`src/gesture_direction_extractor_assert.svh`:
```
// assertion macros used by the gesture direction extractor back end
`ifndef GESTURE_DIRECTION_EXTRACTOR_ASSERT_SVH
`define GESTURE_DIRECTION_EXTRACTOR_ASSERT_SVH

// same-cycle implication, sampled on clk, off while rst is high
`define GDE_ASSERT_IMP(lbl, ante, cons) \
  lbl: assert property (@(posedge clk) disable iff (rst) (ante) |-> (cons)) \
    else $error("gesture extractor check failed");

// next-cycle implication, sampled on clk, off while rst is high
`define GDE_ASSERT_NXT(lbl, ante, cons) \
  lbl: assert property (@(posedge clk) disable iff (rst) (ante) |=> (cons)) \
    else $error("gesture extractor check failed");

`endif

```
`src/gde_fifo.sv`:
```
// two-entry request queue between front and back
`timescale 1ns / 1ps
`default_nettype none
module gde_fifo #(
  parameter int W = 8
) (
  input  wire logic         clk,
  input  wire logic         rst,
  input  wire logic         push,
  input  wire logic [W-1:0] din,
  output logic              ready,
  output logic              valid,
  input  wire logic         pop,
  output logic      [W-1:0] dout
);

  logic [W-1:0] slot [2];
  logic         wp;
  logic         rp;
  logic [1:0]   cnt;
  logic         push_ok;
  logic         pop_ok;

  assign ready   = (cnt != 2'd2);
  assign valid   = (cnt != 2'd0);
  assign push_ok = push & ready;
  assign pop_ok  = pop & valid;
  assign dout    = slot[rp];

  always_ff @(posedge clk) begin
    if (rst) begin
      wp  <= 1'b0;
      rp  <= 1'b0;
      cnt <= 2'd0;
    end else begin
      if (push_ok) begin
        wp <= ~wp;
      end
      if (pop_ok) begin
        rp <= ~rp;
      end
      cnt <= cnt + {1'b0, push_ok} - {1'b0, pop_ok};
    end
  end

  always_ff @(posedge clk) begin
    if (push_ok) begin
      slot[wp] <= din;
    end
  end

endmodule
`default_nettype wire

```
`config.mk`:
```
export PLATFORM = sky130hd
export DESIGN_NAME = gde_fifo
export DESIGN_NICKNAME = d
export VERILOG_FILES = /design/src/gesture_direction_extractor_assert.svh /design/src/gde_fifo.sv
export SDC_FILE = /design/constraint.sdc
export NUM_CORES = 1
export LEC_CHECK = 0
export BUFFER_PORTS_ARGS = -buffer_cell sky130_fd_sc_hd__buf_2
export CORE_MARGIN = 2
export CORE_UTILIZATION = 35
export CTS_CLUSTER_DIAMETER = 50
export DETAILED_ROUTE_END_ITERATION = 8
export PLACE_DENSITY = 0.61
export SYNTH_ARGS = -nofsm -noshare
export SYNTH_HDL_FRONTEND = slang
export SYNTH_SLANG_ARGS = --single-unit
export TNS_END_PERCENT = 20
```
`constraint.sdc`:
```
create_clock -name clk -period 3.7 [get_ports clk]
set_input_delay 0.74 -clock clk [delete_from_list [all_inputs] [get_ports clk]]
set_output_delay 0.74 -clock clk [all_outputs]
set_load 0.01 [all_outputs]
```
# --- Yosys cells after proc, flatten, opt, wreduce, memory -nomap -nowiden ---
# Memories as Yosys holds them, arrays and structs flattened. A register that Yosys moved wholly into a read port is not among the register bits.
# Cells that the tools add are included.
op_classes:
  n_eq_ne: 1
  addsub: 2
  reduce_logical: 1
  mux: 4
  n_bitwise: 4
op_table:
  columns: ["cell", "count"]
  rows:
  - ["$mux W1", 4]
  - ["$add A2 B1 Y2", 1]
  - ["$and A1 B1 Y1", 2]
  - ["$ne A2 B2 Y1 const B", 1]
  - ["$not A1 Y1", 2]
  - ["$reduce_bool A2 Y1", 1]
  - ["$sub A2 B1 Y2", 1]
word_totals:
  wordCells: 16
  ff_bits: 4
  output_inout_bits: 10
  in_bits: 12
  mem_bits_rw: 16
  n_memories: 1
memory_table:
  columns: ["memory", "depth", "width", "rd", "rd_ports_with_merged_regs", "write_ports", "line_no", "rtl"]
  rows:
  - ["slot", 2, 8, 1, 1, 1, "gde_fifo.sv:17", "logic [W-1:0] slot [2];"]

# --- Longest topological paths before layout ---
# Gate-level depths: netlist (run 1).
logic_depth:
  word_depth: 4
  mapped_depth: 8
  ltp_nobuf: 8

# --- Worst setup path after synthesis (run 1) ---
# OpenSTA, ideal clock, no wires.
synth_timing:
  kind: "input port to flip-flop"
  startpoint: "input port pop"
  endpoint: "register cnt[1]"
  setup_time_ns: 0.115
  setup_slack_ns: 1.934
  required_time_ns: 3.585
  arrival_ns: 1.651
  path_stages: 7
  n_path_buf: 0
  cell_sequence: "o21a_2 > ha_1 > inv_1 > ha_1 > xor2_1 > xnor2_1 > nor2_1"
synth_via:
  elab_chain_len: 2
synth_rtl:
  columns: ["element", "line_no", "rtl"]
  rows:
  - ["start, declared", "gde_fifo.sv:13", "input wire logic pop,"]
  - ["$and A1 B1 Y1", "gde_fifo.sv:27", "assign pop_ok = pop & valid;"]
  - ["$sub A2 B1 Y2", "gde_fifo.sv:42", "cnt <= cnt + {1'b0, push_ok} - {1'b0, pop_ok};"]
  - ["end signal, assigned", "gde_fifo.sv:42", null]
  - ["end, declared", "gde_fifo.sv:20", "logic [1:0] cnt;"]
# No other way between the ends.
# A chain may end at the register's enable or synchronous reset.

==> flow_summary_export.csv, run 1 <==
group,metric,value,unit
timing,tns,0,ns
die,dieHeight,52.2,µm
die,row_count,17,
detailed_routing,drt_pass1_iterations,2,
synth,synth_adder_area_share,3.08,%
setup_path,r2r_end,"cnt[1]$_SDFF_PP0_",
clock_network,cts_made_buffers,3,
setup_path,r2r_start,"cnt[1]$_SDFF_PP0_",
detailed_routing,ant_nets,0,
final_layout,utilization,44.1,%
setup_path,path_cells,"mux2_1, buf_2",
global_routing,grt_pass1_vias,421,
synth,synth_nets,63,
clock_network,clock_latency,0.29,ns
detailed_routing,wire_per_inst,11.1,µm
power,peakVddDrop,0.397,mV
synth,ys.flop_type,"edfxtp_1",
clock_network,root_buffer,"clkbuf_4",
final_layout,fin_nets,88,
power,netSwitchingPower,0.172,mW
detailed_routing,routed_wl,1120,µm
final_layout,drive_above_1_share,39.7,%
synth,yosysUniqueCellTypes,16,
place,dpl.hpwl,808,µm
hold_path,hold_depth,2,
final_layout,final_area,976,µm²
synth,synthTopCellsByCount,"edfxtp_1 (16), mux2_1 (8), dfxtp_1 (5), nor2_1 (5)",
synth,synthCells,49,
timing,min_period_over_period,56.7,%
timing,setup_ws,1.60,ns
hold_path,hold_path_class,"reg -> reg",
global_routing,grt_start_max_net_pins,13,
outcome,status,"complete, no violations",
final_layout,area_growth,20.0,%
clock_network,cts.sinks,21,
setup_path,critPathMaxFanout,8,
timing,min_period,2.10,ns
synth,synth_top_area_share,59.1,%
clock_network,clk_path_buf_depth,2,
synth,synth-async-reset-ratio,0,%
power,seqPwrFrac,54.4,%
synth,yosysMostFrequentCell,"edfxtp_1",
clock_network,post_cts_buffers,0,
clock_network,postCtsHoldBufs,0,
detailed_routing,vias,440,
global_routing,grt_first_pass_wirelength,1850,µm
clock_network,tritoncts,"built",
synth,synth_compound_area_share,1.08,%
synth,synth-simple-area-share,7.23,%
detailed_routing,detail_route.iter0.violations,3,
die,core,0.00221,mm²
synth,synth_xor_area_share,3.23,%
timing,worst_pin_slew,0.692,ns
power,p_int,0.430,mW
setup_path,start_kind,"register",
setup_path,endpoint,"dout[4]",
timing,hold_viol,0,
power,combPwrFrac,28.5,%
die,io_pins,22,
power,p_clk_share,17.1,%
synth,muxShareOfSynthArea,12.9,%
synth,synth_area_leaders,"edfxtp_1 (59%), dfxtp_1 (12%), mux2_1 (11%)",
timing,setup_viol,0,
final_layout,nFillCells,208,
setup_path,r2r_cells,7,
timing,slew_headroom,53.7,%
timing,max_clock_freq,0.476,GHz
place,numPortBuffers,21,
power,p_leak,0.396,nW
place,dp_cells,97,
run,max-cap-violations,0,
setup_path,cp_data_arrival_time,1.36,ns
global_routing,grt.overflow.total,0,
timing,drv_slew,0,
timing,clock_skew,0.00365,ns
synth,syn_avg_cell_area,16.6,µm²
setup_path,r2r_setup_slack,2.17,ns
synth,synth_area_leader_cell,"edfxtp_1",
place,placed_area,948,µm²
place,gp_congestion,0.605,
setup_path,crit_path_top_delay_cell,"dfxtp_1",
timing,rsz0062_at_grt,"no",
clock_network,cts_resized,0,
final_layout,diodes,0,
clock_network,path_clk_slew,0.11,ns
global_routing,grtUsageTotal,9.62,%
setup_path,crit_required,2.96,ns
final_layout,fin_cells,101,
setup_path,critical_path_class,"reg -> out",
synth,synth_edf_count,16,
setup_path,crit_path_end_kind,"primary output",
setup_path,critical-path-max-stage-delay,0.56,ns
synth,ys_seq_area_share,71.4,%
die,die_w,52.2,µm
die,die-area,0.00273,mm²
detailed_routing,drc_errors,0,
global_routing,antenna_found_initial,0,
synth,syn-cell-area,813,µm²
synth,synth_top_family_by_area,"multiplexers",
power,switching_share,28.6,%
place,preCtsSetupSlack,1.79,ns
power,pwr_density_cell,618,mW/mm²
detailed_routing,viasPerCell,4.36,
synth,ys_ff_latch,21,
die,start_util,36.8,%
clock_network,cts-htree-levels,1,
synth,yosys_warnings,0,
[cell type report]
| class | count | area, µm² | area share, % |
|---|---|---|---|
| Tap cell | 28 | 35.0 | 3.59 |
| Clock inverter | 1 | 5.00 | 0.513 |
| Clock buffer | 3 | 22.5 | 2.31 |
| Sequential cell | 21 | 581 | 59.5 |
| Multi-Input combinational cell | 26 | 224 | 22.9 |
| Timing Repair Buffer | 21 | 105 | 10.8 |
| Inverter | 1 | 3.75 | 0.385 |
[power groups by stage]
stage | logic (mW) | registers [mW] | clock network (mW)
final | 0.172 | 0.328 | 0.103
after global routing | 0.198 | 0.336 | 0.122
after CTS | 0.177 | 0.330 | 0.109
after detailed placement | 0.175 | 0.335 | 0
after global placement | 0.173 | 0.334 | 0
after floorplan | 0.133 | 0.318 | 0
[state kept, by name (all words and copies together), names as in the netlist, named ones only]
register	flops
slot	16
wp	1
cnt	2
rp	1
[worst min-delay path by stage]
stage                               start         endpoint  slack, ns
after floorplan           rp$_SDFFE_PP0P_         register       0.48
after global placement    rp$_SDFFE_PP0P_  rp$_SDFFE_PP0P_       0.52
after detailed placement  rp$_SDFFE_PP0P_  rp$_SDFFE_PP0P_       0.51
after CTS                 rp$_SDFFE_PP0P_  rp$_SDFFE_PP0P_       0.54
after global routing      rp$_SDFFE_PP0P_  rp$_SDFFE_PP0P_       0.58
final                     rp$_SDFFE_PP0P_         register       0.53
[critical path, delay by kind of cell, from the launching register on]
family                 cells  cell delay (ns)
buffers and inverters      1             0.14
flip-flops                 1             0.56
multiplexers               1             0.36
[cells by family (layout without fill, tap and decap cells)]
group,after synthesis,after routing
adder cells (fa/ha/maj),2,2
XOR/XNOR,3,3
multiplexers,9,9
AND/OR/NAND/NOR,11,11
AO/OA/AOI/OAI,1,1
flip-flops,21,21
buffers and inverters,2,26
[metal layers]
metal	global-route usage, %	routed length, µm
met1	12.7	525
met2	14.1	519
met3	2.86	77
met4	5.13	0
met5	0	0
[per-stage QoR]
step	hold slack, ns	total power, mW
global route	0.580	0.656
floorplan	0.480	0.452
finish	0.531	0.603
CTS	0.540	0.616
detailed placement	0.514	0.510
global placement	0.517	0.507
[layout by cell type, fill, tap and decap left out, drive strengths merged, types with 2 or more instances in the layout]
cell / Yosys / layout
buf: 1 / 21
edfxtp: 16 / 16
mux2: 9 / 9
nor2: 5 / 5
dfxtp: 5 / 5
clkbuf: 0 / 3
nor2b: 2 / 2
xnor2: 2 / 2
ha: 2 / 2
Power figures use the tool's default switching activity.
==> inputs of run 2 (changes only) <==
Settings changed: ABC_AREA set to 1, PLACE_DENSITY 0.61 to 0.63.
Clock period 3.7 ns to 1.9 ns, I/O delays scaled along.
==> run 2 against run 1 <==
Utilization fell by 1.3 points. Sequential share of layout area shrank 3.7 points. Cell count is 16% higher. Clock power increased by 93%. Via count increased by 12%. Clock-buffer cell count is 1 higher. Combinational power grew to 2.5 times the previous value. Critical endpoint is now dout[0].
==> flow_summary_export.csv, run 2 <==
group,metric,value,unit
final_layout,ff_latch_area,581,µm²
final_layout,area_growth,18.9,%
final_layout,final_common_cell,"buf_2",
final_layout,utilization,42.8,%
power,peakVddDrop,0.704,mV
timing,tns,0,ns
die,core,0.00243,mm²
clock_network,clock_latency,0.29,ns
global_routing,grt.overflow.total,0,
timing,max_clock_freq,0.561,GHz
setup_path,r2r_cells,10,
power,switching_share,31.1,%
synth,synthTopCellsByCount,"edfxtp_1 (16), inv_1 (8), mux2_4 (8)",
setup_path,r2r_setup_slack,0.36,ns
clock_network,tritoncts,"built",
clock_network,cts_made_buffers,3,
place,dp_cells,113,
power,p_leak,0.455,nW
place,gp_congestion,0.680,
hold_path,hp-start,"rst",
final_layout,multi_input_area,254,µm²
timing,hold_viol,0,
power,p_int,0.888,mW
final_layout,nFillCells,245,
power,pwr_density_cell,1240,mW/mm²
timing,clock_skew,0.00219,ns
detailed_routing,wire_per_inst,10.2,µm
synth,synth_nets,76,
synth,ys_seq_area_share,66.3,%
die,dieHeight,54.0,µm
final_layout,drive_above_1_share,43.7,%
synth,syn-cell-area,876,µm²
outcome,status,"complete, no violations",
die,die_w,54.0,µm
final_layout,biggestRegsByFlops,"slot (16), cnt (2)",
hold_path,holdPathEnd,"cnt[0]$_SDFF_PP0_",
detailed_routing,vias,493,
timing,drv_slew,0,
setup_path,start_kind,"register",
detailed_routing,viasPerCell,4.21,
final_layout,layout_common_cells,"buf_2 (21), edfxtp_1 (16), inv_1 (8), mux2_4 (8), nor2_1 (7)",
clock_network,clk_path_buf_depth,2,
synth,ys.flop_type,"edfxtp_1",
detailed_routing,drt_pass1_iterations,4,
synth,syn_avg_cell_area,14.1,µm²
detailed_routing,routed_wl,1200,µm
power,p_clk_share,15.5,%
clock_network,path_clk_slew,0.10,ns
die,row_count,18,
final_layout,regMostFlops,"slot",
timing,setup_viol,0,
power,netSwitchingPower,0.401,mW
final_layout,diodes,0,
place,numPortBuffers,21,
detailed_routing,detail_route.iter0.violations,7,
global_routing,grt_first_pass_wirelength,1770,µm
die,die-area,0.00292,mm²
timing,slew_headroom,67.3,%
setup_path,cp_data_arrival_time,1.40,ns
clock_network,cts.sinks,21,
clock_network,cts-htree-levels,1,
hold_path,hold_depth,2,
run,max-cap-violations,0,
synth,yosysUniqueCellTypes,14,
hold_path,hold_path_class,"in -> reg",
setup_path,crit_required,1.52,ns
power,power.total,1.29,mW
synth,ys_ff_latch,21,
place,dpl.hpwl,921,µm
setup_path,r2r_start,"cnt[0]$_SDFF_PP0_",
global_routing,grt_start_max_net_pins,12,
synth,synth_edf_count,16,
timing,min_period,1.78,ns
global_routing,grt_pass1_vias,454,
timing,worst_pin_slew,0.489,ns
timing,min_period_over_period,93.9,%
global_routing,grtUsageTotal,8.74,%
setup_path,crit_path_end_kind,"primary output",
synth,yosysMostFrequentCell,"edfxtp_1",
global_routing,antenna_found_initial,0,
detailed_routing,drc_errors,0,
power,seqPwrFrac,50.8,%
final_layout,largest_reg_flops,16,
final_layout,fin_cells,117,
clock_network,cts_resized,0,
synth,synthCells,62,
synth,synth-async-reset-ratio,0,%
die,io_pins,22,
power,combPwrFrac,33.8,%
timing,rsz0062_at_grt,"no",
synth,synth_area_leaders,"edfxtp_1 (55%), mux2_4 (14%), dfxtp_1 (11%)",
clock_network,post_cts_buffers,0,
setup_path,critPathMaxFanout,8,
final_layout,fin_nets,102,
clock_network,postCtsHoldBufs,0,
synth,synth_area_leader_cell,"edfxtp_1",
detailed_routing,ant_nets,0,
synth,yosys_warnings,0,
setup_path,r2r_end,"cnt[1]$_SDFF_PP0_",
die,start_util,36.0,%
synth,synth_top_area_share,54.9,%
clock_network,root_buffer,"clkbuf_4",
setup_path,critical_path_class,"reg -> out",
## run 2: cell types whose count changed after synthesis, sizes merged, moves of 3 or more
cell | before | now
inv | 1 | 8
nand2 | 1 | 8
nor2 | 5 | 9
nand3 | 0 | 3
## run 2: area by class of cell
| class | instances | share of cell area (%) |
|---|---|---|
| inverters | 8 | 2.88 |
| multi-input cells | 32 | 24.4 |
| flip-flops and latches | 21 | 55.8 |
| repair buffers | 22 | 10.8 |
| well taps | 30 | 3.61 |
| clock buffers | 4 | 2.52 |
## run 2: worst max path at each step
stage                                 start                end  slack (ns)
after floorplan           cnt[0]$_SDFF_PP0_  cnt[1]$_SDFF_PP0_        0.45
after global placement             register            dout[0]        0.41
after detailed placement  cnt[0]$_SDFF_PP0_  cnt[1]$_SDFF_PP0_        0.36
after CTS                          register            dout[0]        0.08
after global routing               register            dout[3]        0.03
final                              register            dout[0]        0.12
## run 2: metrics by stage
step / worst slack (ns) / instance area (µm²) / hold WS (ns)
detailed placement: 0.360 / 1010 / 0.505
finish: 0.116 / 1040 / 0.246
CTS: 0.0788 / 1040 / 0.236
floorplan: 0.451 / 876 / 0.451
global placement: 0.409 / 1010 / 0.500
global route: 0.0309 / 1040 / 0.227
## run 2: power groups by stage
stage / registers [mW] / logic, mW / clock network, mW
2_1_floorplan: 0.633 / 0.349 / 0
3_3_place_gp: 0.663 / 0.433 / 0
3_5_place_dp: 0.668 / 0.444 / 0
4_1_cts: 0.657 / 0.445 / 0.209
5_1_grt: 0.662 / 0.494 / 0.226
6_report: 0.654 / 0.435 / 0.199
## run 2: layer usage
metal,GRT usage [%],wire length [µm],share of wire (%),vias to the layer above
li1,-,-,-,260
met1,9.20,546,46,216
met2,15.7,556,46,17
met3,3.06,95,7.9,0
met4,3.75,0,0,0
met5,0,0,0,-
## run 2: critical path, cell delays in order, from the launching register on
cell and delay [ns]:
dfxtp_1 0.64, mux2_4 0.34, buf_2 0.14
## run 2: cell families (layout without fill, tap and decap cells)
kind of cell / Yosys count / count (layout) / synth area share [%]
compound gates: 2 / 2 / 1.14
flops: 21 / 21 / 66.3
buf+inv: 9 / 34 / 4.71
fa+ha+maj: 2 / 2 / 2.86
simple gates: 20 / 20 / 11.3
mux: 8 / 8 / 13.7
