File: src/gesture_direction_extractor_assert.svh
// assertion macros used by the gesture direction extractor back end
`ifndef GESTURE_DIRECTION_EXTRACTOR_ASSERT_SVH
`define GESTURE_DIRECTION_EXTRACTOR_ASSERT_SVH

// same-cycle implication, sampled on clk, off while rst is high
`define GDE_ASSERT_IMP(lbl, ante, cons) \
  lbl: assert property (@(posedge clk) disable iff (rst) (ante) |-> (cons)) \
    else $error("gesture extractor check failed");

// next-cycle implication, sampled on clk, off while rst is high
`define GDE_ASSERT_NXT(lbl, ante, cons) \
  lbl: assert property (@(posedge clk) disable iff (rst) (ante) |=> (cons)) \
    else $error("gesture extractor check failed");

`endif

File: src/gde_pkg.sv
// shared types and constants of the gesture direction extractor
`timescale 1ns / 1ps
`default_nettype none
package gde_pkg;

  localparam int MAX_POINTS_DEF  = 64;
  localparam int COORD_BITS_DEF  = 12;
  localparam int OUT_BITS        = 19;
  localparam int CNT_BITS        = 6;
  localparam int MATCH_BITS      = 9;
  localparam int FRAC_BITS       = 8;
  localparam logic [MATCH_BITS-1:0] MATCH_RESET = 9'd205;

  typedef enum logic [1:0] {
    CMD_START = 2'd0,
    CMD_MOVE  = 2'd1,
    CMD_END   = 2'd2,
    CMD_NONE  = 2'd3
  } cmd_t;

  // one queued operation: write a point, and/or close the gesture
  typedef struct packed {
    logic wr;
    logic fin;
  } op_ctrl_t;

  typedef enum logic [3:0] {
    S_IDLE,
    S_BRD,
    S_BPROC,
    S_FLUSH,
    S_MUL,
    S_SRD,
    S_SPROC,
    S_DECIDE,
    S_RRD,
    S_RPROC,
    S_ERD,
    S_ELD,
    S_EMPTY
  } back_state_t;

endpackage
`default_nettype wire

File: src/gde_front.sv
// request front: decodes commands, filters points, queues store and end requests
`timescale 1ns / 1ps
`default_nettype none
module gde_front #(
  parameter int MAX_POINTS = 64,
  parameter int COORD_BITS = 12,
  parameter int AW         = 6,
  parameter int NW         = 7
) (
  input  wire logic                  clk,
  input  wire logic                  rst,
  input  wire logic                  in_valid,
  output logic                       in_ready,
  input  wire logic [1:0]            command,
  input  wire logic [COORD_BITS-1:0] pos_x,
  input  wire logic [COORD_BITS-1:0] pos_y,
  input  wire logic                  q_ready,
  output logic                       q_push,
  output gde_pkg::op_ctrl_t          q_ctrl,
  output logic      [AW-1:0]         q_addr,
  output logic      [COORD_BITS-1:0] q_x,
  output logic      [COORD_BITS-1:0] q_y,
  output logic      [NW-1:0]         q_npts
);
  import gde_pkg::*;

  logic [NW-1:0]         count;
  logic [NW-1:0]         count_next;
  logic                  active;
  logic                  active_next;
  logic [COORD_BITS-1:0] last_x;
  logic [COORD_BITS-1:0] last_x_next;
  logic [COORD_BITS-1:0] last_y;
  logic [COORD_BITS-1:0] last_y_next;

  logic                  acc;
  cmd_t                  cmd;
  logic signed [COORD_BITS:0] fdx;
  logic signed [COORD_BITS:0] fdy;
  logic [COORD_BITS:0]   fadx;
  logic [COORD_BITS:0]   fady;
  logic                  near;
  logic                  has_room;
  logic                  keep_end;

  assign in_ready = q_ready;
  assign acc      = in_valid & q_ready;
  assign cmd      = cmd_t'(command);
  assign q_x      = pos_x;
  assign q_y      = pos_y;

  assign fdx  = $signed({1'b0, pos_x}) - $signed({1'b0, last_x});
  assign fdy  = $signed({1'b0, pos_y}) - $signed({1'b0, last_y});
  assign fadx = fdx[COORD_BITS] ? (COORD_BITS+1)'(-fdx) : (COORD_BITS+1)'(fdx);
  assign fady = fdy[COORD_BITS] ? (COORD_BITS+1)'(-fdy) : (COORD_BITS+1)'(fdy);

  // squared distance below 5
  assign near = ((fadx <= (COORD_BITS+1)'(1)) && (fady <= (COORD_BITS+1)'(1))) ||
                ((fadx == (COORD_BITS+1)'(2)) && (fady == '0)) ||
                ((fadx == '0) && (fady == (COORD_BITS+1)'(2)));
  assign has_room = (count < NW'(MAX_POINTS));
  assign keep_end = ((pos_x != last_x) || (pos_y != last_y)) && has_room;

  always_comb begin
    count_next  = count;
    active_next = active;
    last_x_next = last_x;
    last_y_next = last_y;
    q_push      = 1'b0;
    q_ctrl      = '0;
    q_addr      = count[AW-1:0];
    q_npts      = count;
    if (acc) begin
      unique case (cmd)
        CMD_START: begin
          q_push      = 1'b1;
          q_ctrl.wr   = 1'b1;
          q_addr      = '0;
          count_next  = NW'(1);
          active_next = 1'b1;
          last_x_next = pos_x;
          last_y_next = pos_y;
        end
        CMD_MOVE: begin
          if (active && !near && has_room) begin
            q_push      = 1'b1;
            q_ctrl.wr   = 1'b1;
            count_next  = count + NW'(1);
            last_x_next = pos_x;
            last_y_next = pos_y;
          end
        end
        CMD_END: begin
          if (active) begin
            q_push      = 1'b1;
            q_ctrl.fin  = 1'b1;
            q_ctrl.wr   = keep_end;
            q_npts      = keep_end ? count + NW'(1) : count;
            count_next  = '0;
            active_next = 1'b0;
          end
        end
        CMD_NONE: begin
        end
      endcase
    end
  end

  always_ff @(posedge clk) begin
    if (rst) begin
      count  <= '0;
      active <= 1'b0;
    end else begin
      count  <= count_next;
      active <= active_next;
    end
  end

  always_ff @(posedge clk) begin
    last_x <= last_x_next;
    last_y <= last_y_next;
  end

endmodule
`default_nettype wire

File: config.mk
export PLATFORM = sky130hd
export DESIGN_NAME = gde_front
export DESIGN_NICKNAME = d
export VERILOG_FILES = /design/src/gesture_direction_extractor_assert.svh /design/src/gde_pkg.sv /design/src/gde_front.sv
export SDC_FILE = /design/constraint.sdc
export NUM_CORES = 1
export LEC_CHECK = 0
export BUFFER_PORTS_ARGS = -buffer_cell sky130_fd_sc_hd__clkbuf_2
export CORE_UTILIZATION = 50
export DETAILED_ROUTE_END_ITERATION = 12
export HOLD_SLACK_MARGIN = 0.08
export PLACE_DENSITY = 0.73
export REMOVE_ABC_BUFFERS = 1
export SETUP_SLACK_MARGIN = 0.3
export SLEW_MARGIN = 25
export SYNTH_ARGS = -nofsm -noshare
export SYNTH_HDL_FRONTEND = slang
export SYNTH_SLANG_ARGS = --single-unit
File: constraint.sdc
create_clock -name clk -period 5.4 [get_ports clk]
set_clock_uncertainty 0.05 [all_clocks]
set_input_delay 0.54 -clock clk [delete_from_list [all_inputs] [get_ports clk]]
set_output_delay 0.54 -clock clk [all_outputs]
set_load 0.05 [all_outputs]
[After elaboration in Yosys (flattened, before gate mapping)]
Cells that the tools add are included.
Storage, ports and cells
  bits in registers: 32
  output and inout bits: 41
  logic and storage cells: 64
Operators by class
  add/subtract/negate cells: 5
  bitwise operators: 1
  mux-type cells: 24
  order comparisons: 3
  reductions and logical operators: 19
  equal/unequal tests: 8
Operators with widths (count)
  12-bit one-hot mux with 2 select lines: 2
  7-bit 2-to-1 mux: 6
  13-bit by 2-bit equality test with 1-bit output, second input constant: 2
  13-bit by 1-bit <= comparator with 1-bit output, second input constant: 2
  13-bit zero test: 2
  13-bit 2-to-1 mux: 2
  13-bit negator: 2
  12-bit by 12-bit subtractor with 13-bit output: 2
  12-bit 2-to-1 mux: 2
  12-bit != test: 2
  7-bit one-hot mux with 3 select lines: 1
  6-bit 2-to-1 mux: 2
  7-bit by 1-bit adder with 7-bit output, second input constant: 1
  7-bit less-than comparator, second input constant: 1
  1-bit logical AND: 6
  1-bit one-hot mux with 3 select lines: 2
  1-bit 2-to-1 mux: 4
  2-bit 2-to-1 mux: 2
  2-bit != test, second input constant: 2
  4-bit AND reduction: 1
  2-bit nonzero test: 2
  1-bit logical OR: 3
  3-bit AND reduction: 1
  3-bit nonzero test: 1
  7 further kinds: 7

[Depth between registers and ports, before layout]
Gate-level depths: netlist of the first run.
  depth after elaboration: 13
  depth in mapped cells: 15

[Least setup slack after synthesis of the first run]
OpenSTA, ideal clock, no wires.
  kind: input to register
  start point: in pos_x[0]
  end point: reg last_x[0], enable pin
  arrival time: 4.266 ns
  path slack: 0.671 ns
  path buffers: 0
  library setup time: 0.413 ns
  required time: 4.937 ns
  stages on the path: 14
  cell sequence: inv_1 ha_1 inv_1 fa_1 and3_2 or3_4 a211oi_2 o21ai_2 nor4_1 or2_2 o21ai_1 a41oi_2 nand2_1 a21oi_1
On the way
  word-level cells in the longest chain between the ends: 12
  elaborated cells between the ends (all ways): 16
  those cells by class: 2 x add/sub; 1 x order compare; 2 x eq/ne; 1 x mux; 10 x reduce/logical
RTL lines
  start: declaration: RTL line gde_front.sv:15  | input wire logic [COORD_BITS-1:0] pos_x,
  12-bit by 12-bit subtractor with 13-bit output *: RTL line gde_front.sv:52  | assign fdx = $signed({1'b0, pos_x}) - $signed({1'b0, last_x});
  13-bit negator: RTL line gde_front.sv:54  | assign fadx = fdx[COORD_BITS] ? (COORD_BITS+1)'(-fdx) : (COORD_BITS+1)'(fdx);
  13-bit 2-to-1 mux *: RTL line gde_front.sv:54
  13-bit by 1-bit <= comparator with 1-bit output or 13-bit by 2-bit equality test with 1-bit output (tied branches): RTL line gde_front.sv:58, gde_front.sv:59
  1-bit logical AND (on tied branches): RTL line gde_front.sv:58, gde_front.sv:59
  1-bit logical OR: RTL line gde_front.sv:58  | assign near = ((fadx <= (COORD_BITS+1)'(1)) && (fady <= (COORD_BITS+1)'(1))) ||
  1-bit logical OR *: RTL line gde_front.sv:59  | ((fadx == (COORD_BITS+1)'(2)) && (fady == '0)) ||
  1-bit zero test *: RTL line gde_front.sv:85  | if (active && !near && has_room) begin
  1-bit logical AND * (2 in a row): RTL line gde_front.sv:85
  2-bit != test (no source line) *
  3-bit AND reduction (no source line) *
  end signal: assignment: RTL line gde_front.sv:120  | last_x <= last_x_next;
  end: declaration: RTL line gde_front.sv:31  | logic [COORD_BITS-1:0] last_x;
Mark *: on every way between the ends. The rest lies on a longest branch, timed or not.
A chain may end at the register's enable or synchronous reset.

[Final worst setup path of the first run]
  start point: in pos_y[0]
  end point: out q_push
On the way
  word-level cells in the longest chain between the ends: 13
  elaborated cells between the ends (all ways): 17
  those cells by class: 2 x add/sub; 1 x order compare; 1 x eq/ne; 4 x mux; 9 x reduce/logical
RTL lines
  start: declaration: RTL line gde_front.sv:16  | input wire logic [COORD_BITS-1:0] pos_y,
  12-bit by 12-bit subtractor with 13-bit output *: RTL line gde_front.sv:53  | assign fdy = $signed({1'b0, pos_y}) - $signed({1'b0, last_y});
  13-bit negator: RTL line gde_front.sv:55  | assign fady = fdy[COORD_BITS] ? (COORD_BITS+1)'(-fdy) : (COORD_BITS+1)'(fdy);
  13-bit 2-to-1 mux *: RTL line gde_front.sv:55
  13-bit by 1-bit <= comparator with 1-bit output or 13-bit zero test (tied branches): RTL line gde_front.sv:58, gde_front.sv:59
  1-bit logical AND (on tied branches): RTL line gde_front.sv:58, gde_front.sv:59
  1-bit logical OR: RTL line gde_front.sv:58
  1-bit logical OR *: RTL line gde_front.sv:59
  1-bit zero test *: RTL line gde_front.sv:85
  1-bit logical AND * (2 in a row): RTL line gde_front.sv:85
  1-bit 2-to-1 mux *: RTL line gde_front.sv:85
  1-bit one-hot mux with 3 select lines *: RTL line gde_front.sv:74  | unique case (cmd)
  1-bit 2-to-1 mux *: RTL line gde_front.sv:73  | if (acc) begin
  end: declaration: RTL line gde_front.sv:18  | output logic q_push,
Marks and branches as above.

==> results of run 1 <==
==> stage by stage <==
step | hold WS [ns] | worst slack [ns] | utilization [%] | instance area [um2] | total power, W
after detailed placement | 0.462 | 0.805 | 55.5 | 4090 | 0.000558
after global placement | 0.459 | 0.911 | 55.5 | 4090 | 0.000554
after CTS | 0.395 | 0.785 | 56.7 | 4180 | 0.000745
after floorplan | 0.424 | 0.671 | - | 3600 | 0.000456
after global routing | 0.392 | 0.498 | 56.7 | 4180 | 0.000787
final | 0.405 | 0.748 | 56.7 | 4180 | 0.000739
==> final cells by class <==
| class | count | area share [%] |
|---|---|---|
| inverter | 46 | 4.14 |
| timing repair buffer | 72 | 8.75 |
| multi-input combinational | 350 | 61.1 |
| sequential | 32 | 21.1 |
| clock buffer | 5 | 1.65 |
| tap | 99 | 2.97 |
| clock inverter | 3 | 0.330 |
==> per-layer routing <==
metal / wire length, um / track usage [%] / vias to the layer above
met5: 0 / 0 / -
met4: 68 / 5.78 / 0
met2: 4110 / 36.5 / 76
li1: - / - / 1791
met1: 4160 / 28.4 / 1614
met3: 250 / 2.79 / 7
==> state kept, by name (all words and copies together) (netlist names) <==
register / cells
count: 7
last_x: 12
active: 1
last_y: 12
==> logic make-up (layout without fill, tap and decap cells) <==
logic type / after synthesis / after routing / synth area share, %
DFF: 32 / 32 / 22.7
xor gates and xnor gates: 16 / 16 / 3.62
and+or+nand+nor: 161 / 161 / 22.5
adders and majority gates: 37 / 37 / 12.3
buffers and inverters: 86 / 126 / 11.6
muxes: 5 / 5 / 1.36
AOI/OAI and AO/OA: 131 / 131 / 25.9
==> worst register-to-register path, delay by kind of cell (launching register included) <==
kind            cells  cell delay (ns)
compound gates      6             1.70
fa+ha+maj           2             0.57
buf+inv             2             0.25
flops               1             0.34
simple gates        4             0.78
==> cells in the final DEF (no fill, tap or decap), types with 3 or more instances in the layout <==
| cell type | count |
|---|---|
| nor4_1 | 8 |
| a211oi_1 | 12 |
| or3_1 | 4 |
| a21oi_1 | 27 |
| nor3_1 | 9 |
| nand2b_1 | 6 |
| a31oi_1 | 4 |
| inv_1 | 46 |
| edfxtp_1 | 24 |
| a21oi_2 | 3 |
| xor2_1 | 5 |
| a21o_1 | 8 |
| o21a_1 | 6 |
| nor2_1 | 33 |
| nand3_1 | 16 |
| nand2_1 | 31 |
| nand4_1 | 14 |
| nor2b_1 | 4 |
| o21ai_0 | 14 |
| mux2i_1 | 3 |
| nor3b_1 | 4 |
| clkbuf_2 | 70 |
| and3_1 | 5 |
| o2111ai_1 | 3 |
| xnor2_1 | 11 |
| o211ai_1 | 9 |
| o211a_1 | 5 |
| ha_1 | 35 |
| dfxtp_1 | 8 |
| clkbuf_8 | 5 |
| and2_1 | 7 |
| a211oi_2 | 4 |
==> power by group through the flow <==
stage               Clock, W  Combinational (W)  Sequential, W
floorplan                  0           0.000181       0.000275
global placement           0           0.000279       0.000275
detailed placement         0           0.000283       0.000276
CTS                 0.000191           0.000285       0.000270
global route        0.000202           0.000314       0.000270
finish              0.000182           0.000287       0.000270
==> worst min-delay path by stage <==
stage	slack, ns	endpoint
CTS	0.39	last_x[0]
detailed placement	0.46	active
floorplan	0.42	count[1]
global route	0.39	last_x[0]
finish	0.41	last_x[0]
global placement	0.46	count[1]
==> summary.md, run 1 <==
| Metric | Value |
|---|---|
| Netlist Area Pre-Place | 0.00387 mm2 |
| Initial Util | 52.6% |
| Ranking of synthesized cells by area | edfxtp_1 19%, ha_1 11%, buf_4 5.8% |
| Crit Path Max Fanout | 9 |
| Main flop type after synthesis | edfxtp_1 |
| Num rows | 31 |
| Finished Layout Cells | 607 |
| Total number of yosys warnings | 0 |
| Commonest cells post-synth | 46 x inv_1, 35 x ha_1, 33 x nor2_1, 31 x nand2_1, 30 x buf_4 |
| Result of the run | finished clean |
| Worst Min Path Start | pos_x[0] |
| Pre-antenna DRT Iters | 4 |
| Hold depth | 1 |
| Minimum clock period | 4.65 ns |
| CTS Buffer Depth | 2 |
| Final worst-path cycle share | 86.2% |
| Total wire length | 8.59 mm |
| Clock sinks | 32 |
| Clock slew at reported path FFs | 0.07 ns |
| Multi-input gate area | 0.00255 mm2 |
| # fillers | 690 |
| TritonCTS Buffers | 5 |
| Area of the core | 0.00737 mm2 |
| Async SR Flop Fraction | 0% |
| Area grow syn2layout | 7.75% |
| Crit path kind | input pin to output pin |
| 1st-iter DRT viols | 122 |
| Share of cells above drive strength 1 | 21.5% |
| DRT antenna net count | 0 |
| Max-slew violations | 0 |
| DP HPWL | 6.80 mm |
| Cells along the critical path | clkbuf_2, inv_1, ha_1, inv_1, fa_1, a211oi_2, nor3_1, o41ai_1, nor2_1, a2111oi_4, o21bai_1, nor4_2, a41oi_2, a21oi_1, a21oi_1, clkbuf_2 |
| Post-CTS setup buffer count | 0 |
| Hold-fix buffers, CTS | 0 |
| Internal power | 0.000456 W |
| Switching Fraction | 38.3% |
| Largest net degree at the start of global routing | 15 |
| Reg2reg start | last_y[0] |
| Sequential Area | 881 um2 |
| CP peak stage delay | 0.45 ns |
| Setup_tns | 0 ns |
| Antenna violations before repair | 0 |
| Measured slew at the worst slew-check pin | 0.743 ns |
| Placed Cells | 599 |
| Post-synthesis sequential area ratio | 22.7% |
| First-pass GRT wire length | 14.5 mm |
| DIE AREA | 0.00811 mm2 |
| Sequential share of power | 36.5% |
| Diode count | 0 |
| Worst slew margin | 50.2% |
| RSZ-0062 raised after global routing | no |
| Grt ovf | 0 |
| Power Density | 177 mW/mm2 |
| Critical Path Start | pos_y[0] |
| FMAX | 215 MHz |
| Port bufs | 70 |
| Final #Nets | 574 |
| Final-report hold violation count | 0 |
| Clock share of power | 24.6% |
| Number of synthesized register bits | 32 |
| Worst min path class | input pin to flop |
| CP Capture Point | q_push |
| Synth area leader | edfxtp_1 |
| CTS root buf | clkbuf_8 |
| Levels on crit path | 16 |
| EDFF count, synth | 24 |
| Most numerous cell in the Yosys netlist | inv_1 |
| Worst Path Required | 4.81 ns |
| Leak Pwr | 1.82 nW |
| Syn_area_per_cell | 8.28 um2 |
| Final setup viols | 0 |
| CTS tree | built |
| Htree depth | 2 |
| Combinational Power Share | 38.8% |
| MaxCap Viol Count | 0 |
| Latest clock arrival within the worst-skew pair | 0.29 ns |
| DR WL/cell | 14.1 um |
| Slowest CP cell | o41ai_1 |
| Tot GR Track Use | 21.4% |
| VDD IR max | 0.0971 mV |
| Drt drc | 0 |
| Crit end category | output pin |
| CP Buf/Inv Count | 4 |
| Worst EP arrival | 4.06 ns |
| Post-CTS sizing | 0 |
| R2r setup slk | 1.45 ns |
| Reg2reg end | last_y[1] |
| Syn Inst Count | 468 |
| FF-to-FF path depth | 14 |
| Number of global-route vias before repair | 3234 |
| P_sw | 0.000283 W |
| Synth cell types | 80 |
| Routability cong. | 0.923 |
| Die H | 90.0 um |
| I/O pins | 71 |
| Post-synth top area share | 18.6% |
| Via density | 5.75 |
| Worst setup SP type | input pin |
| Vias | 3488 |
| CP top delay family | compound AO/OA/AOI/OAI gates |
| Die X | 90.0 um |
No activity file was read; power rests on OpenSTA's default activity.
==> run 2, diff against run 1 <==
Settings changed: ABC_AREA set to 1, CAP_MARGIN set to 40, PLACE_DENSITY 0.73 to 0.72.
==> run 2 against run 1 <==
  * Synthesized cell count is 44% higher
  * Die area rose by 7.9%
  * Sequential power grew 1%
  * Critical path depth up 5
  * First-iteration DRC count grew 20%
  * Sequential cell count stayed put
  * Setup slack better by 0.69 ns
  * Register-to-register slack improved by 0.41 ns
  * Final cell count up 36%
  * Global-route usage increased by 0.57 points
  * Area after synthesis rose by 8.1%
  * Hold slack lost 0.0048 ns
  * Largest power group unchanged
==> summary.md, run 2 <==
| Metric | Value |
|---|---|
| Result of the run | finished clean |
| Crit end category | output pin |
| Diode count | 0 |
| Syn Inst Count | 673 |
| Crit Path Max Fanout | 5 |
| Most frequent CP cell | nand2_1 |
| Worst slew margin | 60.4% |
| Grt ovf | 0 |
| Worst Path Required | 4.81 ns |
| Main flop type after synthesis | edfxtp_1 |
| CTS tree | built |
| DIE AREA | 0.00875 mm2 |
| FMAX | 252 MHz |
| Worst setup SP type | flop |
| Levels on crit path | 21 |
| Placement Setup Slack | 1.48 ns |
| Post-synth top area share | 20.2% |
| MaxCap Viol Count | 0 |
| Drt drc | 0 |
| Clock sinks | 32 |
| Synth cell types | 35 |
| DRT antenna net count | 0 |
| CP top delay family | simple AND/OR/NAND/NOR gates |
| Biggest registers after layout | last_x x12, last_y x12, count x7 |
| Num rows | 33 |
| Commonest non-fill, non-tap cell in the layout | nand2_1 |
| Initial Util | 51.3% |
| CTS Buffer Depth | 2 |
| Via density | 4.92 |
| Max-slew violations | 0 |
| Port bufs | 70 |
| Worst min path class | input pin to flop |
| Tot GR Track Use | 22.0% |
| Post-CTS setup buffer count | 0 |
| Syn_area_per_cell | 6.23 um2 |
| Worst EP arrival | 3.37 ns |
| Final setup margin | 1.44 ns |
| CP peak stage delay | 0.47 ns |
| Vias | 4065 |
| Htree depth | 2 |
| Clock share of power | 24.8% |
| Latest clock arrival within the worst-skew pair | 0.29 ns |
| Final worst-path cycle share | 73.4% |
| Switching Fraction | 41.1% |
| Minimum clock period | 3.96 ns |
| Largest net degree at the start of global routing | 15 |
| Final #Nets | 788 |
| Number of synthesized register bits | 32 |
| Post-synthesis sequential area ratio | 21.0% |
| Clock slew at reported path FFs | 0.07 ns |
| Total wire length | 9.15 mm |
| TritonCTS Buffers | 5 |
| Met2 Use GR | 38.9% |
| P_sw | 0.000333 W |
| FF-to-FF path depth | 22 |
| Most numerous cell in the Yosys netlist | nand2_1 |
| Most Crowded Layer GR | met2 |
| Area of the core | 0.00818 mm2 |
| Routability cong. | 0.912 |
| CP Buf/Inv Count | 5 |
| Synth area leader | nand2_1 |
| DR WL/cell | 11.1 um |
| RSZ-0062 raised after global routing | no |
| Met3 usage | 3.74% |
| Async SR Flop Fraction | 0% |
| Most frequent cells in the layout | 226 x nand2_1, 115 x inv_1, 70 x clkbuf_2 |
| Power Density | 178 mW/mm2 |
| DP HPWL | 7.53 mm |
| Netlist Area Pre-Place | 0.00419 mm2 |
| Area grow syn2layout | 8.54% |
| Slowest CP cell | fa_1 |
| I/O pins | 71 |
| Die X | 93.5 um |
| Commonest cells post-synth | 226 x nand2_1, 115 x inv_1, 62 x nand3_1, 52 x nor2_1, 35 x ha_1 |
| Combinational Power Share | 41.5% |
| Setup_tns | 0 ns |
| 1st-iter DRT viols | 147 |
| Die H | 93.5 um |
| Final setup viols | 0 |
| Final-report hold violation count | 0 |
| Crit path kind | flop to output pin |
| Share of cells above drive strength 1 | 19.4% |
| Measured slew at the worst slew-check pin | 0.594 ns |
| Leak Pwr | 2.54 nW |
| Antenna violations before repair | 0 |
| Hold-fix buffers, CTS | 0 |
| Pre-antenna DRT Iters | 5 |
| Sequential share of power | 33.7% |
| Cells along the critical path | ha_1, inv_1, fa_1, inv_1, ha_1, inv_1, nor2_1, nand3_1, nor2_1, nand2_1, nor2_1, nand3_1, nand2_1, nand2_1, nand2_1, nand2_1, inv_1, nand4_1, nand3_1, a31oi_1, clkbuf_2 |
| EDFF count, synth | 24 |
| Hold depth | 1 |
| Post-CTS sizing | 0 |
| Met1 usage | 26.2% |
| First-pass GRT wire length | 15.4 mm |
| Internal power | 0.000478 W |
| CTS root buf | clkbuf_8 |
| Ranking of synthesized cells by area | nand2_1 20%, edfxtp_1 17%, ha_1 10% |
| VDD IR max | 0.115 mV |
| Total number of yosys warnings | 0 |
| Number of global-route vias before repair | 3714 |
[run 2: cell count changes after synthesis, sizes merged, moves of 10 or more]
cell    change
nand2     +227
inv        +74
nand3      +48
nor2       +29
a211oi     -17
a21oi      -10
[run 2: stage by stage]
stage               hold WS, ns  util [%]  cells  power [W]  cell area [um2]
global route              0.394      55.6    827   0.000875             4550
floorplan                 0.402         -    642   0.000501             3960
CTS                       0.390      55.6    827   0.000821             4550
global placement          0.433      54.5    819   0.000608             4460
finish                    0.400      55.6    827   0.000811             4550
detailed placement        0.435      54.5    819   0.000614             4460
[run 2: final cells by class]
| cell class | count | area, um2 |
|---|---|---|
| inverters | 121 | 454 |
| repair buffers | 72 | 365 |
| well taps | 105 | 131 |
| flip-flops and latches | 32 | 881 |
| clock buffers | 6 | 82.6 |
| multi-input cells | 489 | 2620 |
| clock inverters | 2 | 10.0 |
| fillers | 838 | 3630 |
[run 2: kinds of logic after synthesis]
kind of cell	count (synthesis)	share of synthesized area (%)
fa+ha+maj	37	11.4
buf+inv	152	16.4
flops	32	21.0
simple gates	409	44.1
compound gates	33	4.93
xor+xnor	10	2.09
[run 2: metal layers]
layer | vias to the layer above | wire [um]
met3 | 18 | 340
met1 | 1776 | 4170
met4 | 0 | 224
met2 | 101 | 4420
li1 | 2170 | -
met5 | - | 0
[run 2: power groups by stage]
stage / Combinational [W] / Sequential (W) / Clock, W
after floorplan: 0.000222 / 0.000279 / 0
after global placement: 0.000329 / 0.000279 / 0
after detailed placement: 0.000334 / 0.000279 / 0
after CTS: 0.000336 / 0.000274 / 0.000211
after global routing: 0.000379 / 0.000274 / 0.000222
final: 0.000337 / 0.000274 / 0.000201
[run 2: path summary, 6_finish.rpt]
check	slack [ns]	startpoint	endpoint
hold reg to reg	0.45	count[6]	count[6]
hold / removal	0.40	pos_y[0]	last_y[0]
setup / recovery	1.44	last_y[0]	q_ctrl[1]
setup reg to reg	1.86	last_y[0]	last_y[1]
[run 2: worst reg2reg max path, delay by kind of cell, from the launching register on]
| family | cells | cell delay [ns] |
|---|---|---|
| flip-flops | 1 | 0.38 |
| adder cells (fa/ha/maj) | 3 | 0.80 |
| AO/OA/AOI/OAI | 1 | 0.13 |
| AND/OR/NAND/NOR | 13 | 1.29 |
| buffers and inverters | 5 | 0.59 |
